===== src/design/assert_macros.svh =====
// Assertion helpers used by the top-level design file.
// Every check is sampled on the rising edge of clk_i and is off while rst_ni is low.
`ifndef ASSERT_MACROS_SVH
`define ASSERT_MACROS_SVH

// Clocked assertion with reset disable.
`define SWTF_ASSERT(name, prop, msg) \
  name: assert property (@(posedge clk_i) disable iff (!rst_ni) prop) else $error(msg);

// Clocked implication: the consequent holds in the same cycle.
`define SWTF_ASSERT_IMP(name, ante, cons, msg) \
  name: assert property (@(posedge clk_i) disable iff (!rst_ni) (ante) |-> (cons)) \
    else $error(msg);

`endif


===== src/design/swtf_ram.sv =====
`timescale 1ns / 1ps
// ----------------------------------------------------------------------------
// swtf_ram
// Simple dual-port RAM with one write port and a registered read port.
// ----------------------------------------------------------------------------
module swtf_ram #(
  parameter int WIDTH = 32,
  parameter int DEPTH = 64,
  parameter int AW    = (DEPTH > 1) ? $clog2(DEPTH) : 1
) (
  input  logic             clk_i,
  input  logic             we_i,
  input  logic [AW-1:0]    waddr_i,
  input  logic [WIDTH-1:0] wdata_i,
  input  logic             re_i,
  input  logic [AW-1:0]    raddr_i,
  output logic [WIDTH-1:0] rdata_o
);

  logic [WIDTH-1:0] mem [DEPTH];
  logic [WIDTH-1:0] rdata_q;

  // Write port and registered read port.
  always_ff @(posedge clk_i) begin
    if (we_i) begin
      mem[waddr_i] <= wdata_i;
    end
    if (re_i) begin
      rdata_q <= mem[raddr_i];
    end
  end

  assign rdata_o = rdata_q;

endmodule


===== config.mk =====
export PLATFORM = sky130hd
export DESIGN_NAME = swtf_ram
export DESIGN_NICKNAME = d
export VERILOG_FILES = /design/src/design/assert_macros.svh /design/src/design/swtf_ram.sv
export SDC_FILE = /design/constraint.sdc
export NUM_CORES = 2
export LEC_CHECK = 0
export ABC_AREA = 0
export BUFFER_PORTS_ARGS = -buffer_cell sky130_fd_sc_hd__buf_2
export CORE_MARGIN = 2
export CORE_UTILIZATION = 45
export DETAILED_ROUTE_END_ITERATION = 10
export PLACE_DENSITY = 0.62
export SYNTH_ARGS = -nofsm -noshare
export SYNTH_HDL_FRONTEND = slang
export SYNTH_SLANG_ARGS = --single-unit

===== constraint.sdc =====
create_clock -name clk_i -period 5.1 [get_ports clk_i]
set_clock_uncertainty 0.1 [all_clocks]
set_input_delay 0.255 -clock clk_i [delete_from_list [all_inputs] [get_ports clk_i]]
set_output_delay 0.255 -clock clk_i [all_outputs]
set_load 0.05 [all_outputs]

==> flow_metrics.py <==
metrics = {
    "clocking": {
        "clkTransAtPathRegs_ps": 60,
        "cts_max_level": 4,
        "clockRootBuffer": "clkbuf_16",
        "clkSinkCount": 2080,
        "max-clock-path-buffers": 3,
        "post_cts_buffers": 0,
        "cts_tree": "yes",
        "cts_buffers": 199,
        "insertion_delay_ps": 850,
    },
    "logic_synthesis": {
        "synth_xor_area_share_pct": 0,
        "ys_ff_latch": 2080,
        "postSynthNetCount": 3371,
        "synth_fa_ha_area_share_pct": 0,
        "yosys.area_share.simple_pct": 1.26,
        "post_synth.cell_area_avg_um2": 23.7,
        "synth_flop_cell": "edfxtp_1",
        "ys_seq_area_share_pct": 79.2,
        "yosysMostFrequentCell": "edfxtp_1",
        "synthMuxAreaShare_pct": 16.7,
        "synth_top_area_cell": "edfxtp_1",
        "synth.top_cell.area_share_pct": 79.2,
        "synthTopCellsByCount": "2080 x edfxtp_1, 544 x mux4_2, 137 x nor2_1",
        "yosysWarnings": 0,
        "yosys.cell_types.count": 33,
        "synthTopCellsByArea": "edfxtp_1 79%, mux4_2 16%, mux2i_1 1.2%, o22ai_1 0.67%, nor2_1 0.65%",
        "synth-compound-area-share_pct": 1.67,
        "synth-edff-count": 2080,
        "synth_top_family_by_area": "multiplexers",
        "syn-instance-count": 3324,
        "syn_area_um2": 78800,
        "async_flop_share_pct": 0,
    },
    "route": {
        "route.met3.wl_um": 18000,
        "dr_wl_met2_um": 95600,
        "top_layer": "met5",
        "finalWirelength_um": 204000,
        "vias_per_cell": 6.12,
        "postRouteAntennaNets": 0,
        "drc": 0,
        "avgRoutedWirePerCell_um": 33.5,
        "dr.first_iter.drc_count": 5145,
        "drtPass1Iterations": 5,
        "met1_length_um": 84500,
        "dr_total_vias": 37212,
    },
    "setup_path": {
        "crit_required_ps": 5530,
        "start_kind": "input port",
        "critPathCaptureType": "flop",
        "reg2reg_slack_ps": 2440,
        "cp.arrival_ps": 3500,
        "worstSetupPathType": "input port to flop",
        "cp_max_fo": 39,
    },
    "cells_and_area": {
        "fillCellCount": 13245,
        "area_growth_pct": 13.9,
        "regArea_um2": 62500,
        "nets": 3642,
        "multi_input_area_um2": 16000,
        "drive_above_1_share_pct": 29.8,
    },
    "power_and_ir_drop": {
        "cellLeakagePower_nw": 27.8,
        "power.density_nw_per_um2": 398,
        "vdd.ir_drop.worst_mv": 0.373,
    },
    "floorplan": {
        "fp-row-count": 153,
        "initial_core_util_pct": 45.3,
        "coreArea_um2": 174000,
        "die_h_um": 423,
        "pin_count": 79,
        "dieArea_um2": 179000,
        "die-width_um": 423,
    },
    "sta": {
        "max-slew-margin-rel_pct": 12.7,
        "hold_violations": 0,
        "tightest_slew_ps": 1310,
        "slew_violations": 0,
        "setup_slack_ps": 2020,
        "period_minus_slack_ps": 3080,
        "period_share_pct": 60.3,
        "setup_tns_ps": 0,
        "setup_viol": 0,
        "grt_setup_unrepaired": "false",
        "fmax_mhz": 325,
    },
    "global_route": {
        "overflow": 0,
        "grt_usage_pct": 22.9,
        "antenna_found_initial": 12,
        "grt_pass1_vias": 36850,
        "grt_max_degree": 76,
        "grt_pass1_wl_um": 287000,
    },
    "min_path": {
        "hp-class": "input port to flop",
    },
    "job": {
        "maxCapViolCount": 0,
    },
    "placement": {
        "port_buffers": 78,
        "pre_cts_ws_ps": 1080,
        "gp_congestion": 0.812,
        "place_hpwl_um": 114000,
    },
    "run_status": {
        "outcome": "finished, final reports clean",
    },
}
==> sequential cells by signal (all words and copies together) (netlist names) <==
name / flops
rdata_o: 32
mem: 2048
==> cell type report <==
class / count / share of cell area, %
sequential: 2080 / 69.5
multi-input combinational: 1062 / 17.8
clock buffer: 243 / 5.80
tap: 2325 / 3.24
timing repair buffer: 252 / 2.23
clock inverter: 116 / 1.39
antenna: 3 / 0.00836
==> metrics by stage <==
step	util [%]	instances	total power, W	hold WS (ps)	instance area (um^2)
finish	51.6	6081	0.0357	36.7	89800
global route	51.6	6078	0.0367	16.5	89800
CTS	51.6	6078	0.0359	4.52	89800
detailed placement	47.8	5700	0.0213	714	83200
global placement	47.8	5700	0.0213	690	83200
floorplan	-	3324	0.0204	254	78800
==> final timing paths <==
kind | cells after the start | end | start
min reg2reg | 4 | rdata_o[20] | mem[12][20]
max | 7 | rdata_o[29] | raddr_i[0]
max reg2reg | 4 | rdata_o[29] | mem[15][29]
min | 2 | mem[50][10] | wdata_i[10]
==> placed cells by master (no fill, tap or decap), types with 18 or more instances in the layout <==
cell type and count:
edfxtp_1 2080, mux4_2 544, clkbuf_16 202, buf_4 137
mux2i_1 93, o22ai_1 84, nor2_1 75, buf_2 74
a21oi_1 62, nor2_4 62, clkinv_1 44, clkbuf_1 41
clkinv_2 30, o221ai_1 27, nand2_1 26, bufinv_16 25
dlygate4sd3_1 19, buf_12 18
==> power by group <==
part	internal (W)	switching, W
registers	0.0190	0.0000595
logic	0.000648	0.00126
clock network	0.00851	0.00627
==> repair_timing <==
item / in CTS / in global routing
endpoints found under the hold margin: 534 / 0
resized for setup: 0 / 0
hold buffers: 19 / 0
==> worst max-delay path, cell delays in order <==
cell and delay [ps]:
buf_8 440, buf_4 350, buf_4 410, mux4_2 560, mux4_2 560, o22ai_1 620
nor2_1 210
==> routing by layer <==
metal  up-vias  GRT usage [%]
met5         -              0
met3       270           4.59
met1     20340           33.9
met4         2           6.31
met2      1750           35.0
li1      14850              -
==> cell families after synthesis <==
logic type             Yosys count
AND/OR/NAND/NOR                223
flip-flops                    2080
AO/OA/AOI/OAI                  202
multiplexers                   637
buffers and inverters          182
Power figures use the tool's default switching activity.
