`src/design/assert_macros.svh`:
```
// Assertion helpers used by the top-level design file.
// Every check is sampled on the rising edge of clk_i and is off while rst_ni is low.
`ifndef ASSERT_MACROS_SVH
`define ASSERT_MACROS_SVH

// Clocked assertion with reset disable.
`define SWTF_ASSERT(name, prop, msg) \
  name: assert property (@(posedge clk_i) disable iff (!rst_ni) prop) else $error(msg);

// Clocked implication: the consequent holds in the same cycle.
`define SWTF_ASSERT_IMP(name, ante, cons, msg) \
  name: assert property (@(posedge clk_i) disable iff (!rst_ni) (ante) |-> (cons)) \
    else $error(msg);

`endif

```
`src/design/swtf_pkg.sv`:
```
`timescale 1ns / 1ps
// ----------------------------------------------------------------------------
// swtf_pkg
// Types, constants and helpers shared by the top-frequency sum unit.
// ----------------------------------------------------------------------------
package swtf_pkg;

  localparam int VAL_W = 32;
  localparam int CNT_W = 11;
  localparam int SUM_W = 38;
  localparam int CFG_W = 7;

  // Configuration register indexes.
  localparam logic REG_WINDOW_LENGTH = 1'b0;
  localparam logic REG_TOP_COUNT     = 1'b1;

  // One table entry. A count of zero marks an empty cell.
  typedef struct packed {
    logic [CNT_W-1:0] cnt;
    logic [VAL_W-1:0] val;
  } key_t;

  // Command broadcast to every cell of the chain.
  typedef struct packed {
    logic clear;
    logic del_en;
    logic ins_en;
    key_t key;
  } op_t;

  typedef enum logic [2:0] {
    ST_IDLE,
    ST_FIND,
    ST_DEL,
    ST_INS,
    ST_PROD,
    ST_SUM,
    ST_SUM2,
    ST_OUT
  } state_e;

  // Ranks above every real entry; sits left of the first cell.
  localparam key_t KEY_MAX = '{cnt: '1, val: 32'h7fff_ffff};

  // Higher count first, then higher signed value.
  function automatic logic key_gt(key_t a, key_t b);
    logic [CNT_W+VAL_W-1:0] ka;
    logic [CNT_W+VAL_W-1:0] kb;
    ka = {a.cnt, ~a.val[VAL_W-1], a.val[VAL_W-2:0]};
    kb = {b.cnt, ~b.val[VAL_W-1], b.val[VAL_W-2:0]};
    return ka > kb;
  endfunction

endpackage

```
`src/design/swtf_cell.sv`:
```
`timescale 1ns / 1ps
// ----------------------------------------------------------------------------
// swtf_cell
// One slot of the sorted (count, value) chain with its weighted product.
// ----------------------------------------------------------------------------
module swtf_cell #(
  parameter int INDEX = 0
) (
  input  logic                      clk_i,
  input  logic                      rst_ni,
  input  swtf_pkg::op_t             op_i,
  input  swtf_pkg::key_t            left_i,
  input  swtf_pkg::key_t            right_i,
  input  logic [swtf_pkg::CFG_W-1:0] top_count_i,
  output swtf_pkg::key_t            key_o,
  output logic                      match_o,
  output logic [swtf_pkg::SUM_W-1:0] prod_o
);
  import swtf_pkg::*;

  key_t                     key_q;
  key_t                     key_d;
  logic signed [VAL_W+CNT_W:0] prod_full;
  logic [SUM_W-1:0]         prod_q;

  // Delete shifts the tail left; insert shifts the lower part right.
  always_comb begin
    key_d = key_q;
    if (op_i.clear) begin
      key_d = '0;
    end else if (op_i.del_en) begin
      if (!key_gt(key_q, op_i.key)) begin
        key_d = right_i;
      end
    end else if (op_i.ins_en) begin
      if (!key_gt(key_q, op_i.key)) begin
        key_d = key_gt(left_i, op_i.key) ? op_i.key : left_i;
      end
    end
  end

  always_ff @(posedge clk_i or negedge rst_ni) begin
    if (!rst_ni) begin
      key_q <= '0;
    end else begin
      key_q <= key_d;
    end
  end

  // Weighted value, kept only for ranks below the top count.
  assign prod_full = $signed(key_q.val) * $signed({1'b0, key_q.cnt});

  always_ff @(posedge clk_i) begin
    prod_q <= (INDEX < int'(top_count_i)) ? SUM_W'(prod_full) : '0;
  end

  assign key_o   = key_q;
  assign match_o = (key_q.cnt != '0) && (key_q.val == op_i.key.val);
  assign prod_o  = prod_q;

endmodule

```
`config.mk`:
```
export PLATFORM = sky130hd
export DESIGN_NAME = swtf_cell
export DESIGN_NICKNAME = d
export VERILOG_FILES = /design/src/design/assert_macros.svh /design/src/design/swtf_pkg.sv /design/src/design/swtf_cell.sv
export SDC_FILE = /design/constraint.sdc
export NUM_CORES = 1
export LEC_CHECK = 0
export ABC_AREA = 1
export ABC_CLOCK_PERIOD_IN_PS = 12700
export BUFFER_PORTS_ARGS = -buffer_cell sky130_fd_sc_hd__buf_4
export CORE_MARGIN = 2
export CORE_UTILIZATION = 25
export CTS_CLUSTER_DIAMETER = 30
export DETAILED_ROUTE_END_ITERATION = 8
export GPL_ROUTABILITY_DRIVEN = 0
export PLACE_DENSITY = 0.43
export SYNTH_ARGS = -nofsm -noshare
export SYNTH_HDL_FRONTEND = slang
export SYNTH_SLANG_ARGS = --single-unit
```
`constraint.sdc`:
```
create_clock -name clk_i -period 12.7 [get_ports clk_i]
set_clock_uncertainty 0.2 [all_clocks]
set_input_delay 0 -clock clk_i [delete_from_list [all_inputs] [get_ports clk_i]]
set_output_delay 0 -clock clk_i [all_outputs]
set_load 0.02 [all_outputs]
```
==> impl_metrics.json <==
{
  "status": "complete, no violations",
  "dieArea_um2": 71100,
  "cts_setup_buffers": 0,
  "die_w_um": 267,
  "syn_area_per_cell_um2": 7.24,
  "mostFrequentLayoutCells": "nand2_1 (667), inv_1 (541), fa_1 (270), buf_4 (235), ha_1 (167)",
  "setup_viol": 0,
  "cts_htree_levels": 3,
  "setup_slack_ns": 6.30,
  "ir_drop_v": 0.0000819,
  "netlist_area_um2": 17200,
  "cp.required_ns": 12.78,
  "core_um2": 68500,
  "vias_per_cell": 4.56,
  "p_leak_uw": 0.0114,
  "dp_hpwl_um": 48500,
  "yosys-top-cells-area": "fa_1 (31%), nand2_1 (15%), ha_1 (12%), inv_1 (12%), dfrtp_1 (6.2%)",
  "crit_chain": "buf_4, nand2_1, fa_1, fa_1, fa_1, inv_1, fa_1, inv_1, fa_1, inv_1, ha_1, inv_1, o21bai_1, a21boi_1, nor2_1, nor2_1, nand2_1, a21o_1, o21ai_0, a21oi_1",
  "slew_viol_final": 0,
  "postSynth.asyncResetShare": 0.531,
  "synthesis.nets": 2959,
  "synth_xor_area_frac": 0.00711,
  "drt_iter0_drc": 959,
  "ioPinCount": 223,
  "cts.path.max_buffers": 2,
  "final_antenna_net_count": 0,
  "r2r_start": "key_o[40]",
  "drv_cap": 0,
  "timing.final.crit_period_ns": 6.40,
  "drt_pass1_iterations": 5,
  "min_period_over_period": 0.504,
  "clk_pin_slew_ns": 0.08,
  "worstMarginPinSlew_ns": 0.933,
  "grt_setup_unrepaired": "no",
  "tns_ns": 0,
  "crit_path_max_incr_delay_ns": 0.80,
  "start_util": 0.252,
  "grt_first_pass_wirelength_um": 99100,
  "groute.usage.overall": 0.183,
  "crit_top_cell": "fa_1",
  "grt_max_degree": 87,
  "max_freq_mhz": 156,
  "place.port_buffers": 222,
  "synth_top_family_by_area": "adder cells",
  "yosysUniqueCellTypes": 41,
  "clkSinkCount": 81,
  "arrival_ns": 6.48,
  "cellPowerDensity_nw_per_um2": 106,
  "synth_top_cell_by_area": "fa_1",
  "relSlewSlack": 0.378,
  "cts-buffers-inserted": 9,
  "fin_nets": 3189,
  "path_class": "flip-flop to flip-flop",
  "route.detailed.drc": 0,
  "synth_edf_count": 0,
  "layout_commonest_cell": "nand2_1",
  "hp-start": "op_i[45]",
  "post-place-ws_ns": 6.45,
  "start_kind": "flip-flop",
  "cts_tree": "yes",
  "endpoint_kind": "flip-flop",
  "synth-seq-cells": 81,
  "finalWirelength_um": 62300,
  "grt_pass1_vias": 17600,
  "yosys.area_share.simple": 0.250,
  "startpoint": "key_o[40]",
  "critical_path.max_fanout": 18,
  "yosys_warnings": 0,
  "root_buffer": "clkbuf_16",
  "clock_latency_ns": 0.40,
  "synth_compound_area_frac": 0.0551,
  "drive_gt1_frac": 0.123,
  "dr_total_vias": 16000,
  "hp-class": "input port to flip-flop",
  "synth_top_area_frac": 0.313,
  "rows": 96,
  "ys.flop_type": "dfrtp_1",
  "hold_viol_final": 0,
  "syn_inst": 2381,
  "critPathSlowestCell": "dfrtp_1",
  "muxShareOfSynthArea": 0,
  "gr-total-overflow": 0,
  "area_delta_synth_final_pct": 20.8,
  "wire_per_inst_um": 17.8,
  "synthAdderAreaFrac": 0.435,
  "synth_seq_area_share": 0.106,
  "die_h_um": 267,
  "antenna_found_initial": 3
}
[synth_stat cells, types with 4 or more instances]
cell,count
a21o_1,7
a21oi_1,98
a31oi_1,5
buf_1,4
buf_2,19
buf_6,8
clkbuf_1,74
dfrtp_1,43
dfxtp_1,38
fa_1,270
ha_1,167
inv_1,542
inv_2,6
nand2_1,667
nand3_1,166
nand4_1,10
nor2_1,100
nor3_1,10
nor4_1,6
o21a_1,9
o21ai_0,41
o21ai_1,5
or2_2,45
xnor2_1,9
xor2_1,5
[per-stage QoR]
stage,instance area (µm²),hold WS [ns],utilization,power [µW],std cells
finish,20800,0.0803,0.304,2220,3500
global placement,19600,-0.121,0.287,1920,3393
floorplan,17200,-0.496,-,1350,2381
CTS,20800,0.0583,0.304,2260,3498
global route,20800,0.111,0.304,2460,3500
detailed placement,19600,-0.112,0.287,1920,3393
[registers in the layout, indices dropped and copies added, names as in the netlist]
name and flops:
key_o 43, prod_o 38
[final cells by class]
type,instances,area (µm²)
well taps,882,1100
diodes,2,5.00
clock buffers,10,250
clock inverters,6,43.8
inverters,548,2060
flip-flops and latches,81,1840
multi-input cells,1647,12900
repair buffers,324,2670
fillers,7464,47600
[logic make-up after synthesis]
group           Yosys count
simple gates           1022
buf+inv                 653
xor+xnor                 14
fa+ha+maj               437
flops                    81
compound gates          174
[worst max-delay path: cells and delay by family (launching register included)]
kind,cells,cell delay (ns)
compound gates,5,1.02
flops,1,0.80
fa+ha+maj,6,2.98
buf+inv,5,0.68
simple gates,4,0.56
[worst paths after layout]
path / end / cells past startpoint / slack, ns
hold reg to reg: key_o[33] / 2 / 0.30
setup reg to reg: prod_o[21] / 20 / 6.30
setup / recovery: prod_o[21] / 20 / 6.30
max in group asynchronous: key_o[32] / 4 / 11.36
hold / removal: key_o[34] / 5 / 0.08
min in group asynchronous: key_o[14] / 3 / 0.44
[where the power goes]
group	internal, µW	total (µW)	switching, µW	leakage, µW
registers	330	466	136	0.000878
logic	546	1460	914	0.0104
clock network	146	291	144	0.000149
total	1020	2220	1190	0.0114
[per-layer routing]
metal / part of all wire / vias up / global-route usage
li1: - / 7564 / -
met1: 0.43 / 7896 / 0.226
met2: 0.50 / 422 / 0.325
met3: 0.040 / 90 / 0.0236
met4: 0.032 / 2 / 0.0670
met5: 0.00019 / - / 0
[timing repair]
item                      in CTS  in global routing
hold buffers                  89                  0
gates resized for setup        0                  0
hold endpoints to repair      86                  0
(Power assumes the default switching activity.)
